## src/rtl/core/ttc_pkg.sv

```systemverilog
// Shared constants, types and tables for the tick count to calendar converter.
// No dependencies; imported by every module of the block but the checker.
`default_nettype none

package ttc_pkg;

   localparam int TICK_W      = 64;
   localparam int RATE_W      = 30;
   localparam int RATE_RESET  = 1000000000;
   localparam int YEAR_SPAN   = 256;

   localparam int SECS_PER_MIN  = 60;
   localparam int SECS_PER_HOUR = 3600;
   localparam int SECS_PER_DAY  = 86400;
   localparam int DAYS_PER_BLK  = 1461;   // four years starting at 1970: 365,365,366,365

   // whole span from 1970: one leap year in every four, the first one at 1972
   localparam longint SPAN_DAYS = 365 * YEAR_SPAN + (YEAR_SPAN + 1) / 4;
   localparam longint SPAN_SECS = SPAN_DAYS * SECS_PER_DAY;

   localparam int SECS_W = $clog2(SPAN_SECS);
   localparam int DAYS_W = $clog2(SPAN_DAYS);
   localparam int SOD_W  = $clog2(SECS_PER_DAY);
   localparam int SOH_W  = $clog2(SECS_PER_HOUR);
   localparam int STEP_W = $clog2(TICK_W + 1);

   typedef struct packed {
      logic              start;
      logic [STEP_W-1:0] steps;
   } div_ctl_type;

   typedef struct packed {
      logic start;
      logic leap;
      logic [8:0] doy;
   } mon_ctl_type;

   typedef struct packed {
      logic       busy;
      logic [3:0] month_index;
      logic [4:0] day_of_month;
   } mon_stat_type;

   function automatic logic [4:0] month_len(input logic [3:0] month, input logic leap);
      logic [4:0] len;
      unique case (month)
         4'd1:                      len = leap ? 5'd29 : 5'd28;
         4'd3, 4'd5, 4'd8, 4'd10:   len = 5'd30;
         default:                   len = 5'd31;
      endcase
      return len;
   endfunction

endpackage

`default_nettype wire

```

## src/rtl/core/tick_count_to_calendar.sv

```systemverilog
// Tick count to calendar date converter.
// Command channel: req_tick_count is taken at a clock edge with req_start high and
// busy low; busy drops in the cycle the result strobe is high.
// Config: csr_write_enable/csr_write_data load tick_rate (ticks per second, 0 acts as 1);
// write it only while busy is low. Reset sets tick_rate to 1e9.
// Result: one beat per request, rsp_strobe high for one cycle with all rsp_ fields.
// The receiver cannot stall; a new request may be issued in the cycle of the strobe.
// Sequencing: one shared bit-serial divider does all the work. Per request it
//   runs count / tick_rate over all TICK_W quotient bits, then, if in range,
//   /86400 over SECS_W bits, /1461 days over DAYS_W bits, /3600 over SOD_W bits
//   and /60 over SOH_W bits, each started when the one before is done. Out of
//   range the strobe follows the first division. The month walk overlaps the
//   hour and minute divisions.
// Counts at or past the end of the year span give rsp_out_of_range with zeroed
// calendar fields; rsp_leftover_ticks is always valid.
`default_nettype none

module tick_count_to_calendar (
   input  wire logic                        clock,
   input  wire logic                        reset,
   input  wire logic                        req_start,
   input  wire logic [ttc_pkg::TICK_W-1:0]  req_tick_count,
   output logic                             busy,
   input  wire logic                        csr_write_enable,
   input  wire logic [ttc_pkg::RATE_W-1:0]  csr_write_data,
   output logic                             rsp_strobe,
   output logic [8:0]                       rsp_years_since_1900,
   output logic [3:0]                       rsp_month_index,
   output logic [4:0]                       rsp_day_of_month,
   output logic [4:0]                       rsp_hour_of_day,
   output logic [5:0]                       rsp_minute_of_hour,
   output logic [5:0]                       rsp_second_of_minute,
   output logic [ttc_pkg::RATE_W-1:0]       rsp_leftover_ticks,
   output logic                             rsp_out_of_range
);
   import ttc_pkg::*;

   localparam logic [2:0] ST_IDLE = 3'd0;
   localparam logic [2:0] ST_TICK = 3'd1;
   localparam logic [2:0] ST_SECS = 3'd2;
   localparam logic [2:0] ST_DAYS = 3'd3;
   localparam logic [2:0] ST_HOUR = 3'd4;
   localparam logic [2:0] ST_MIN  = 3'd5;
   localparam logic [2:0] ST_OUT  = 3'd6;

   logic [2:0]        state_ff, state_in;
   logic [RATE_W-1:0] rate_ff, rate_in;
   logic [RATE_W-1:0] rate_eff;

   div_ctl_type       div_ctl;
   logic [TICK_W-1:0] div_dividend;
   logic [RATE_W-1:0] div_divisor;
   logic              div_done;
   logic [TICK_W-1:0] div_quot;
   logic [RATE_W-1:0] div_rem;

   mon_ctl_type       mon_ctl;
   mon_stat_type      mon_stat;

   logic [RATE_W-1:0] rest_ff, rest_in;
   logic [SOD_W-1:0]  sod_ff, sod_in;
   logic [8:0]        years_ff, years_in;
   logic [4:0]        hour_ff, hour_in;
   logic [5:0]        min_ff, min_in;
   logic [5:0]        sec_ff, sec_in;
   logic              oor_ff, oor_in;

   logic              rsp_strobe_ff, rsp_strobe_in;
   logic [8:0]        rsp_years_ff;
   logic [3:0]        rsp_month_ff;
   logic [4:0]        rsp_day_ff;
   logic [4:0]        rsp_hour_ff;
   logic [5:0]        rsp_min_ff;
   logic [5:0]        rsp_sec_ff;
   logic [RATE_W-1:0] rsp_rest_ff;
   logic              rsp_oor_ff;

   // year within a four-year block; the third year (1972, 1976, ...) is leap
   logic [10:0]       blk_day;
   logic [1:0]        yib;
   logic [8:0]        doy;

   assign rate_eff = (rate_ff == '0) ? RATE_W'(1) : rate_ff;
   assign blk_day  = div_rem[10:0];

   always_comb begin
      priority if (blk_day < 11'd365) begin
         yib = 2'd0;
         doy = blk_day[8:0];
      end else if (blk_day < 11'd730) begin
         yib = 2'd1;
         doy = 9'(blk_day - 11'd365);
      end else if (blk_day < 11'd1096) begin
         yib = 2'd2;
         doy = 9'(blk_day - 11'd730);
      end else begin
         yib = 2'd3;
         doy = 9'(blk_day - 11'd1096);
      end
   end

   assign rate_in = csr_write_enable ? csr_write_data : rate_ff;

   always_comb begin
      state_in      = state_ff;
      div_ctl       = '0;
      div_dividend  = req_tick_count;
      div_divisor   = rate_eff;
      mon_ctl.start = 1'b0;
      mon_ctl.leap  = (yib == 2'd2);
      mon_ctl.doy   = doy;
      rest_in       = rest_ff;
      sod_in        = sod_ff;
      years_in      = years_ff;
      hour_in       = hour_ff;
      min_in        = min_ff;
      sec_in        = sec_ff;
      oor_in        = oor_ff;
      rsp_strobe_in = 1'b0;
      unique case (state_ff)
         ST_IDLE: begin
            if (req_start) begin
               div_ctl.start = 1'b1;
               div_ctl.steps = STEP_W'(TICK_W);
               state_in      = ST_TICK;
            end
         end
         ST_TICK: begin
            div_divisor  = RATE_W'(SECS_PER_DAY);
            div_dividend = div_quot << (TICK_W - SECS_W);
            if (div_done) begin
               rest_in = div_rem;
               if (div_quot >= TICK_W'(SPAN_SECS)) begin
                  oor_in   = 1'b1;
                  state_in = ST_OUT;
               end else begin
                  oor_in        = 1'b0;
                  div_ctl.start = 1'b1;
                  div_ctl.steps = STEP_W'(SECS_W);
                  state_in      = ST_SECS;
               end
            end
         end
         ST_SECS: begin
            div_divisor  = RATE_W'(DAYS_PER_BLK);
            div_dividend = div_quot << (TICK_W - DAYS_W);
            if (div_done) begin
               sod_in        = div_rem[SOD_W-1:0];
               div_ctl.start = 1'b1;
               div_ctl.steps = STEP_W'(DAYS_W);
               state_in      = ST_DAYS;
            end
         end
         ST_DAYS: begin
            div_divisor  = RATE_W'(SECS_PER_HOUR);
            div_dividend = TICK_W'(sod_ff) << (TICK_W - SOD_W);
            if (div_done) begin
               years_in      = 9'd70 + {div_quot[6:0], 2'b00} + {7'd0, yib};
               mon_ctl.start = 1'b1;
               div_ctl.start = 1'b1;
               div_ctl.steps = STEP_W'(SOD_W);
               state_in      = ST_HOUR;
            end
         end
         ST_HOUR: begin
            div_divisor  = RATE_W'(SECS_PER_MIN);
            div_dividend = TICK_W'(div_rem[SOH_W-1:0]) << (TICK_W - SOH_W);
            if (div_done) begin
               hour_in       = div_quot[4:0];
               div_ctl.start = 1'b1;
               div_ctl.steps = STEP_W'(SOH_W);
               state_in      = ST_MIN;
            end
         end
         ST_MIN: begin
            if (div_done) begin
               min_in   = div_quot[5:0];
               sec_in   = div_rem[5:0];
               state_in = ST_OUT;
            end
         end
         ST_OUT: begin
            if (!mon_stat.busy) begin
               rsp_strobe_in = 1'b1;
               state_in      = ST_IDLE;
            end
         end
         default: begin
            state_in = ST_IDLE;
         end
      endcase
   end

   always_ff @(posedge clock) begin
      if (reset) begin
         state_ff      <= ST_IDLE;
         rate_ff       <= RATE_W'(RATE_RESET);
         rsp_strobe_ff <= 1'b0;
      end else begin
         state_ff      <= state_in;
         rate_ff       <= rate_in;
         rsp_strobe_ff <= rsp_strobe_in;
      end
   end

   always_ff @(posedge clock) begin
      rest_ff  <= rest_in;
      sod_ff   <= sod_in;
      years_ff <= years_in;
      hour_ff  <= hour_in;
      min_ff   <= min_in;
      sec_ff   <= sec_in;
      oor_ff   <= oor_in;
      if (rsp_strobe_in) begin
         rsp_years_ff <= oor_ff ? '0 : years_ff;
         rsp_month_ff <= oor_ff ? '0 : mon_stat.month_index;
         rsp_day_ff   <= oor_ff ? '0 : mon_stat.day_of_month;
         rsp_hour_ff  <= oor_ff ? '0 : hour_ff;
         rsp_min_ff   <= oor_ff ? '0 : min_ff;
         rsp_sec_ff   <= oor_ff ? '0 : sec_ff;
         rsp_rest_ff  <= rest_ff;
         rsp_oor_ff   <= oor_ff;
      end
   end

   ttc_serdiv u_div (
      .clock     (clock),
      .reset     (reset),
      .ctl       (div_ctl),
      .dividend  (div_dividend),
      .divisor   (div_divisor),
      .done      (div_done),
      .quotient  (div_quot),
      .remainder (div_rem)
   );

   ttc_month u_month (
      .clock (clock),
      .reset (reset),
      .ctl   (mon_ctl),
      .stat  (mon_stat)
   );

   assign busy                 = (state_ff != ST_IDLE);
   assign rsp_strobe           = rsp_strobe_ff;
   assign rsp_years_since_1900 = rsp_years_ff;
   assign rsp_month_index      = rsp_month_ff;
   assign rsp_day_of_month     = rsp_day_ff;
   assign rsp_hour_of_day      = rsp_hour_ff;
   assign rsp_minute_of_hour   = rsp_min_ff;
   assign rsp_second_of_minute = rsp_sec_ff;
   assign rsp_leftover_ticks   = rsp_rest_ff;
   assign rsp_out_of_range     = rsp_oor_ff;

endmodule

`default_nettype wire

```

## src/rtl/core/ttc_serdiv.sv

```systemverilog
// Restoring divider, one quotient bit per cycle, shared by every division step.
// Depends on ttc_pkg. Dividend arrives left-aligned so only the used bits are run;
// divisor is held from start to done.
`default_nettype none

module ttc_serdiv (
   input  wire logic                      clock,
   input  wire logic                      reset,
   input  wire ttc_pkg::div_ctl_type      ctl,
   input  wire logic [ttc_pkg::TICK_W-1:0] dividend,
   input  wire logic [ttc_pkg::RATE_W-1:0] divisor,
   output logic                           done,
   output logic [ttc_pkg::TICK_W-1:0]     quotient,
   output logic [ttc_pkg::RATE_W-1:0]     remainder
);
   import ttc_pkg::*;

   logic [TICK_W-1:0] q_ff, q_in;
   logic [RATE_W-1:0] rem_ff, rem_in;
   logic [RATE_W-1:0] dsr_ff, dsr_in;
   logic [STEP_W-1:0] cnt_ff, cnt_in;
   logic              run_ff, run_in;
   logic              done_ff, done_in;
   logic [RATE_W:0]   trial;
   logic [RATE_W:0]   diff;
   logic              ge;

   assign trial = {rem_ff, q_ff[TICK_W-1]};
   assign ge    = trial >= {1'b0, dsr_ff};
   assign diff  = trial - {1'b0, dsr_ff};

   always_comb begin
      q_in    = q_ff;
      rem_in  = rem_ff;
      dsr_in  = dsr_ff;
      cnt_in  = cnt_ff;
      run_in  = run_ff;
      done_in = 1'b0;
      if (ctl.start) begin
         q_in   = dividend;
         rem_in = '0;
         dsr_in = divisor;
         cnt_in = ctl.steps;
         run_in = 1'b1;
      end else if (run_ff) begin
         q_in   = {q_ff[TICK_W-2:0], ge};
         rem_in = ge ? diff[RATE_W-1:0] : trial[RATE_W-1:0];
         cnt_in = cnt_ff - 1'b1;
         if (cnt_ff == STEP_W'(1)) begin
            run_in  = 1'b0;
            done_in = 1'b1;
         end
      end
   end

   always_ff @(posedge clock) begin
      if (reset) begin
         run_ff  <= 1'b0;
         done_ff <= 1'b0;
         cnt_ff  <= '0;
      end else begin
         run_ff  <= run_in;
         done_ff <= done_in;
         cnt_ff  <= cnt_in;
      end
   end

   always_ff @(posedge clock) begin
      q_ff   <= q_in;
      rem_ff <= rem_in;
      dsr_ff <= dsr_in;
   end

   assign done      = done_ff;
   assign quotient  = q_ff;
   assign remainder = rem_ff;

endmodule

`default_nettype wire

```

## src/rtl/core/ttc_month.sv

```systemverilog
// Month stepper: walks the month table one month per cycle from a day of year.
// Depends on ttc_pkg (month_len, control and status structs).
`default_nettype none

module ttc_month (
   input  wire logic                 clock,
   input  wire logic                 reset,
   input  wire ttc_pkg::mon_ctl_type ctl,
   output ttc_pkg::mon_stat_type     stat
);
   import ttc_pkg::*;

   logic [3:0] mon_ff, mon_in;
   logic [8:0] doy_ff, doy_in;
   logic       leap_ff, leap_in;
   logic       busy_ff, busy_in;
   logic [4:0] len;

   assign len = month_len(mon_ff, leap_ff);

   always_comb begin
      mon_in  = mon_ff;
      doy_in  = doy_ff;
      leap_in = leap_ff;
      busy_in = busy_ff;
      if (ctl.start) begin
         mon_in  = '0;
         doy_in  = ctl.doy;
         leap_in = ctl.leap;
         busy_in = 1'b1;
      end else if (busy_ff) begin
         // December takes whatever is left
         if (mon_ff == 4'd11 || doy_ff < {4'd0, len}) begin
            busy_in = 1'b0;
         end else begin
            doy_in = doy_ff - {4'd0, len};
            mon_in = mon_ff + 4'd1;
         end
      end
   end

   always_ff @(posedge clock) begin
      if (reset) begin
         busy_ff <= 1'b0;
      end else begin
         busy_ff <= busy_in;
      end
   end

   always_ff @(posedge clock) begin
      mon_ff  <= mon_in;
      doy_ff  <= doy_in;
      leap_ff <= leap_in;
   end

   assign stat.busy         = busy_ff;
   assign stat.month_index  = mon_ff;
   assign stat.day_of_month = doy_ff[4:0] + 5'd1;

endmodule

`default_nettype wire

```

## config.mk

```make
export PLATFORM = sky130hd
export DESIGN_NAME = tick_count_to_calendar
export DESIGN_NICKNAME = d
export VERILOG_FILES = /design/src/rtl/core/ttc_pkg.sv /design/src/rtl/core/tick_count_to_calendar.sv /design/src/rtl/core/ttc_serdiv.sv /design/src/rtl/core/ttc_month.sv
export SDC_FILE = /design/constraint.sdc
export NUM_CORES = 1
export LEC_CHECK = 0
export CORE_MARGIN = 2
export CORE_UTILIZATION = 58
export CTS_CLUSTER_SIZE = 40
export DETAILED_ROUTE_END_ITERATION = 7
export DONT_BUFFER_PORTS = 1
export PLACE_DENSITY = 0.76
export RECOVER_POWER = 100
export SYNTH_ARGS = -nofsm -noshare
export SYNTH_HDL_FRONTEND = slang
export SYNTH_HIERARCHICAL = 1
export SYNTH_SLANG_ARGS = --single-unit
```

## constraint.sdc

```tcl
create_clock -name clock -period 4.9 [get_ports clock]
set_input_delay 0.98 -clock clock [delete_from_list [all_inputs] [get_ports clock]]
set_output_delay 0.98 -clock clock [all_outputs]
set_load 0.03 [all_outputs]
```

# Yosys cells after proc, flatten, opt, wreduce, memory -nomap -nowiden

Index checks and enable logic that the tools add are counted.

Flip-flop bits (word level): 322
Memory bits (read-only): 0
Memories: 0
Word-level logic and storage cells: 131
Input port bits: 98
Bits in writable memories: 0
Latch bits: 0
Output and inout port bits: 68

Mux-type cells: 46
Divide/modulo/power cells: 0
Magnitude comparators: 6
Shift-type cells: 0
Equal/unequal tests: 22
Reductions and logical operators: 17
Multipliers: 0
Bitwise gates (word level): 2
Add/subtract/negate cells: 10

Operator list:

| kind                                                                                   | number |
|---|---|
| 64-bit one-hot mux with 4 select lines                                                 | 1 |
| 64-bit 2-to-1 mux                                                                      | 2 |
| 30-bit one-hot mux with 4 select lines                                                 | 1 |
| 64-bit by 33-bit greater-or-equal comparator with 1-bit output (second input constant) | 1 |
| 30-bit 2-to-1 mux                                                                      | 2 |
| 9-bit 2-to-1 mux                                                                       | 6 |
| 8-bit 2-to-1 mux                                                                       | 5 |
| 8-bit one-hot mux with 4 select lines                                                  | 1 |
| 31-bit by 30-bit greater-or-equal comparator with 1-bit output                         | 1 |
| 30-bit zero test                                                                       | 1 |
| 30-bit subtractor                                                                      | 1 |
| 3-bit 2-to-1 mux                                                                       | 8 |
| 3-bit one-hot mux with 7 select lines                                                  | 1 |
| 1-bit 2-to-1 mux                                                                       | 14 |
| 7-bit 2-to-1 mux                                                                       | 2 |
| 2-bit AND reduction                                                                    | 7 |
| 4-bit == test (second input constant)                                                  | 3 |
| 11-bit by 10-bit less-than comparator with 1-bit output (second input constant)        | 1 |
| 11-bit less-than comparator (second input constant)                                    | 1 |
| 11-bit by 9-bit less-than comparator with 1-bit output (second input constant)         | 1 |
| 2-bit by 1-bit != test with 1-bit output (second input constant)                       | 5 |
| 5-bit one-hot mux with 2 select lines                                                  | 1 |
| 7-bit by 9-bit adder with 9-bit output (first input constant)                          | 1 |
| 9-bit by 2-bit adder with 9-bit output                                                 | 1 |
| other kinds (27)                                                                       | 35 |

# Depth between registers and ports, before layout

Depth in word-level cells: 8
Gate-level depth with buffers: 14
Mapped depth without buffers: 13

# Hierarchy

The synthesis kept the hierarchy.

By module, submodules not included:

| module                 | area each (sq um) | cells an instance | seq. area each (sq um) | times used |
|---|---|---|---|---|
| tick_count_to_calendar | 8,356.8           | 706               | 4,884.7                | 1 |
| ttc_serdiv             | 7,078.0           | 656               | 3,603.5                | 1 |
| ttc_month              | 1,062.3           | 100               | 400.4                  | 1 |

# Least setup slack after synthesis

No wires, ideal clock.

Path kind: register -> register
Start: register u_div.q_ff[25], in the netlist u_div/quotient[25]
End: register u_div.q_ff[0], in the netlist u_div/quotient[0], enable pin
Library setup time: 418 ps
Path buffers: 2
Data arrival time: 4,750 ps
Slack: -268 ps
Cell stages (with the launch flop): 9
Period minus slack after synthesis: 5,168 ps
Required time: 4,482 ps
Cells stage by stage: edfxtp_1 or4_1 a31oi_1 o21ai_1 o211ai_1 clkbuf_1 clkbuf_1 nor2_1 inv_1

RTL lines:

| element                | RTL line         | source |
|---|---|---|
| from (decl)            | ttc_serdiv.sv:18 | `logic [TICK_W-1:0] q_ff, q_in;` |
| from (signal assigned) | ttc_serdiv.sv:69 | `q_ff <= q_in;` |

==> summary.txt <==
Outcome
  • Status: complete, but fails checks
  • Failing checks: capacitance limit, slew limit

Clock network
  • Cts bufs inserted: 35
  • CTS tree: yes
  • Clk_lat worst skew: 0.52 ns
  • Worst-case clock buffer depth: 3
  • Worst-path clk slew: ~0.060 ns
  • H-tree Lvls: 2
  • Post-CTS setup buffers: 0
  • Gates resized, CTS repair: 0
  • TritonCTS Sinks: 322
  • Clk root buf: clkbuf_16
  • Post-CTS Hold Buffers: 0

Die
  • Rows: between 60 and 70
  • Die Area: 29810 um^2
  • Die width: ~170 um
  • Initial core utilization: a little under 60%
  • Core area: approximately 28000 um^2
  • Top-Level Pins: about 170
  • Die span in y: about 170 um

Synth
  • Synth cell count leaders: edfxtp_1, nand2_1, nor2_1
  • Ys async rst share: 0%
  • Cell area after synthesis: between 15000 and 20000 um^2
  • Cells after synthesis: ~1500
  • Mean cell area of the mapped netlist: around 11 um^2
  • Leading area contributor after synthesis: edfxtp_1
  • Post-synthesis sequential area ratio: 53.88%
  • Warning count from the yosys run: 6
  • Syn_nets: between 1500 and 2000
  • Top post-synthesis cells by area: edfxtp_1, dfxtp_1, mux2_2, ha_1, nand2_1
  • Count leader, synth: edfxtp_1
  • Synthesized flop and latch total: between 300 and 400
  • Synth top area share: between 40% and 50%
  • Cell variety after synth: a little over 90
  • Post-synth top flop: edfxtp_1
  • Post-synth EDFFs: 244

Layout
  • Layout cells sized above 1: between 10% and 20%
  • Multi-input logic area: 6852 um^2
  • N_diodes: 0
  • P&R area growth vs syn: 7.721%
  • NumNets Final: 1583
  • Register area: 8889 um^2
  • Number of filler cells placed in the layout: 2263

Power and ir drop
  • PwrDens: between 400 and 500 nW/um^2
  • Max VDD drop: 281.7 uV
  • Static Leak: ~6.5 nW

GRT
  • Layer with the highest usage: met2
  • First-pass GRT wire length: approximately 59 mm
  • Largest net degree at the start of global routing: around 140
  • GRT overflow: 0
  • Antenna violations before repair: 0
  • Total GRT Usage: about a quarter
  • Met2 GRT Util: between 30% and 40%
  • GR Layer Usage met3: 5.871%
  • M1 GR Usage: between 30% and 40%
  • Vias in the first global route: ~11000

Drt
  • DRC Markers: 0
  • First-pass DRT Iterations: 5
  • Via count: between 10000 and 15000
  • DR WL/cell: about 20 um
  • Detailed Route Iter0 Violations: 1141
  • WL final: 37.64 mm
  • Vias per cell: 6.132
  • Final ANT Viol Nets: 0

Setup path
  • CP Max Fanout: 23
  • Crit path arrival time: 4.34 ns
  • Worst Setup Path Type: flip-flop to flip-flop
  • CP required: roughly 5.1 ns
  • Crit path max-delay cell type: clkinvlp_2
  • Sequence of cells on the critical path: clkinv_1 > nor2_2 > clkbuf_1 > nand2_1 > o211ai_1 > nor2_1 > clkinvlp_2 > buf_4
  • Slowest cell delay on critical path: around 1.1 ns
  • Worst setup EP type: flip-flop
  • Startpoint types: flip-flop

STA
  • Fin crit share: between 80 and 90%
  • RSZ-0062 raised after global routing: false
  • Tmin final: 4.111 ns
  • Fmax: around 240 MHz
  • Clock skew: between 0.015 and 0.02 ns
  • Max-slew violations: about 160
  • Final Setup Violations: 0
  • Setup TNS: 0 ns
  • Final Hold Fails: 0
  • Worst slew pin tran: between 2 and 2.5 ns
  • Hold Slack: 0.4172 ns
  • Slew HR: -59.40%

Placement
  • GPL Wtd Cong: between 0.9 and 1
  • Detailed Place HPWL: approximately 26 mm
  • Number of port buffers: 0

Job
  • Max_cap viols: 3

Worst hold path
  • Type of the tightest min-delay check: flip-flop to flip-flop
## layout by cell type, fill, tap and decap left out, types with 20 or more instances in the layout
cell type  synthesis  final
xnor2_1           36     36
nor3_1            21     21
a22o_1            29     29
a21oi_1           67     68
nor2_1            98    100
clkbuf_16          0     36
o21ai_0           54     55
a311oi_1          23     23
and2_0             0     38
mux2_2            66     65
inv_1             71     71
nand3_1           26     26
edfxtp_1         244    244
ha_1              48     48
clkbuf_1          47     20
nor2b_1           56     57
nand2_1          106    107
mux2i_1           31     31
dfxtp_1           78     78
## per-stage QoR
stage / instance area (um^2) / power [mW] / std cells / setup slack, ns / utilization (%)
after floorplan: 16500 / 4.598 / 1462 / 0.3399 / -
after global placement: 16750 / 4.992 / 1776 / 1.410 / 60.14
after detailed placement: 16750 / 5.026 / 1776 / 1.290 / 60.14
after CTS: 17890 / 7.608 / 1838 / 1.277 / 64.22
after global routing: 17770 / 7.894 / 1838 / 0.5091 / 63.79
final: 17770 / 7.566 / 1838 / 0.7885 / 63.79
## sequential cells by signal (all words and copies together) (netlist names), 5 cells and up
| signal | count |
|---|---|
| rsp_years_since_1900 | 9 |
| sod_ff | 17 |
| u_div/quotient | 64 |
| rsp_minute_of_hour | 6 |
| sec_ff | 6 |
| u_month/doy_ff | 9 |
| u_div/dsr_ff | 30 |
| rsp_day_of_month | 5 |
| years_ff | 9 |
| u_div/cnt_ff | 7 |
| rsp_second_of_minute | 6 |
| u_div/remainder | 30 |
| hour_ff | 5 |
| rest_ff | 30 |
| rsp_hour_of_day | 5 |
| rate_ff | 30 |
| rsp_leftover_ticks | 30 |
| min_ff | 6 |
## layout make-up
class / instances / share of cell area, %
clock inverters: 19 / 1.063
inverters: 75 / 1.591
repair buffers: 25 / 0.7815
multi-input cells: 976 / 38.56
flip-flops and latches: 322 / 50.02
clock buffers: 43 / 5.330
well taps: 378 / 2.661
## worst paths after layout
kind / depth (start not counted) / slack, ns / startpoint / endpoint
setup / recovery: 8 / 0.79 / state_ff[1]$_SDFFE_PP0P_ / u_div/quotient[25]$_DFFE_PP_
hold / removal: 0 / 0.42 / rest_ff[2]$_DFFE_PP_ / rsp_leftover_ticks[2]$_DFFE_PP_
setup reg to reg: 8 / 0.79 / state_ff[1]$_SDFFE_PP0P_ / u_div/quotient[25]$_DFFE_PP_
hold reg to reg: 0 / 0.42 / rest_ff[2]$_DFFE_PP_ / rsp_leftover_ticks[2]$_DFFE_PP_
## routing by layer
metal | share of wire (%) | vias to the layer above
li1 | - | 5334
met1 | 45 | 5380
met2 | 44 | 482
met3 | 8.6 | 75
met4 | 2.5 | 0
met5 | 0 | -
## power breakdown
| part | total, mW | internal (mW) | switching [mW] |
|---|---|---|---|
| clock network | 2.59 | 1.54 | 1.05 |
| logic | 1.60 | 0.637 | 0.967 |
| registers | 3.37 | 3.18 | 0.192 |
## worst max-delay path: cells and delay by family (launching register included)
family	cells	cell delay (ns)
flip-flops	1	0.32
AO/OA/AOI/OAI	1	0.21
buffers and inverters	4	2.31
AND/OR/NAND/NOR	3	0.97
## cells by family after synthesis
kind of cell             Yosys count  synth area share, %
other                              1              0.02273
adder cells (fa/ha/maj)           52                4.005
flip-flops                       322                53.88
buffers and inverters            164                4.278
AO/OA/AOI/OAI                    336                14.98
AND/OR/NAND/NOR                  435                13.44
XOR/XNOR                          52                2.761
multiplexers                     100                6.636
No activity file was read; power rests on OpenSTA's default activity.
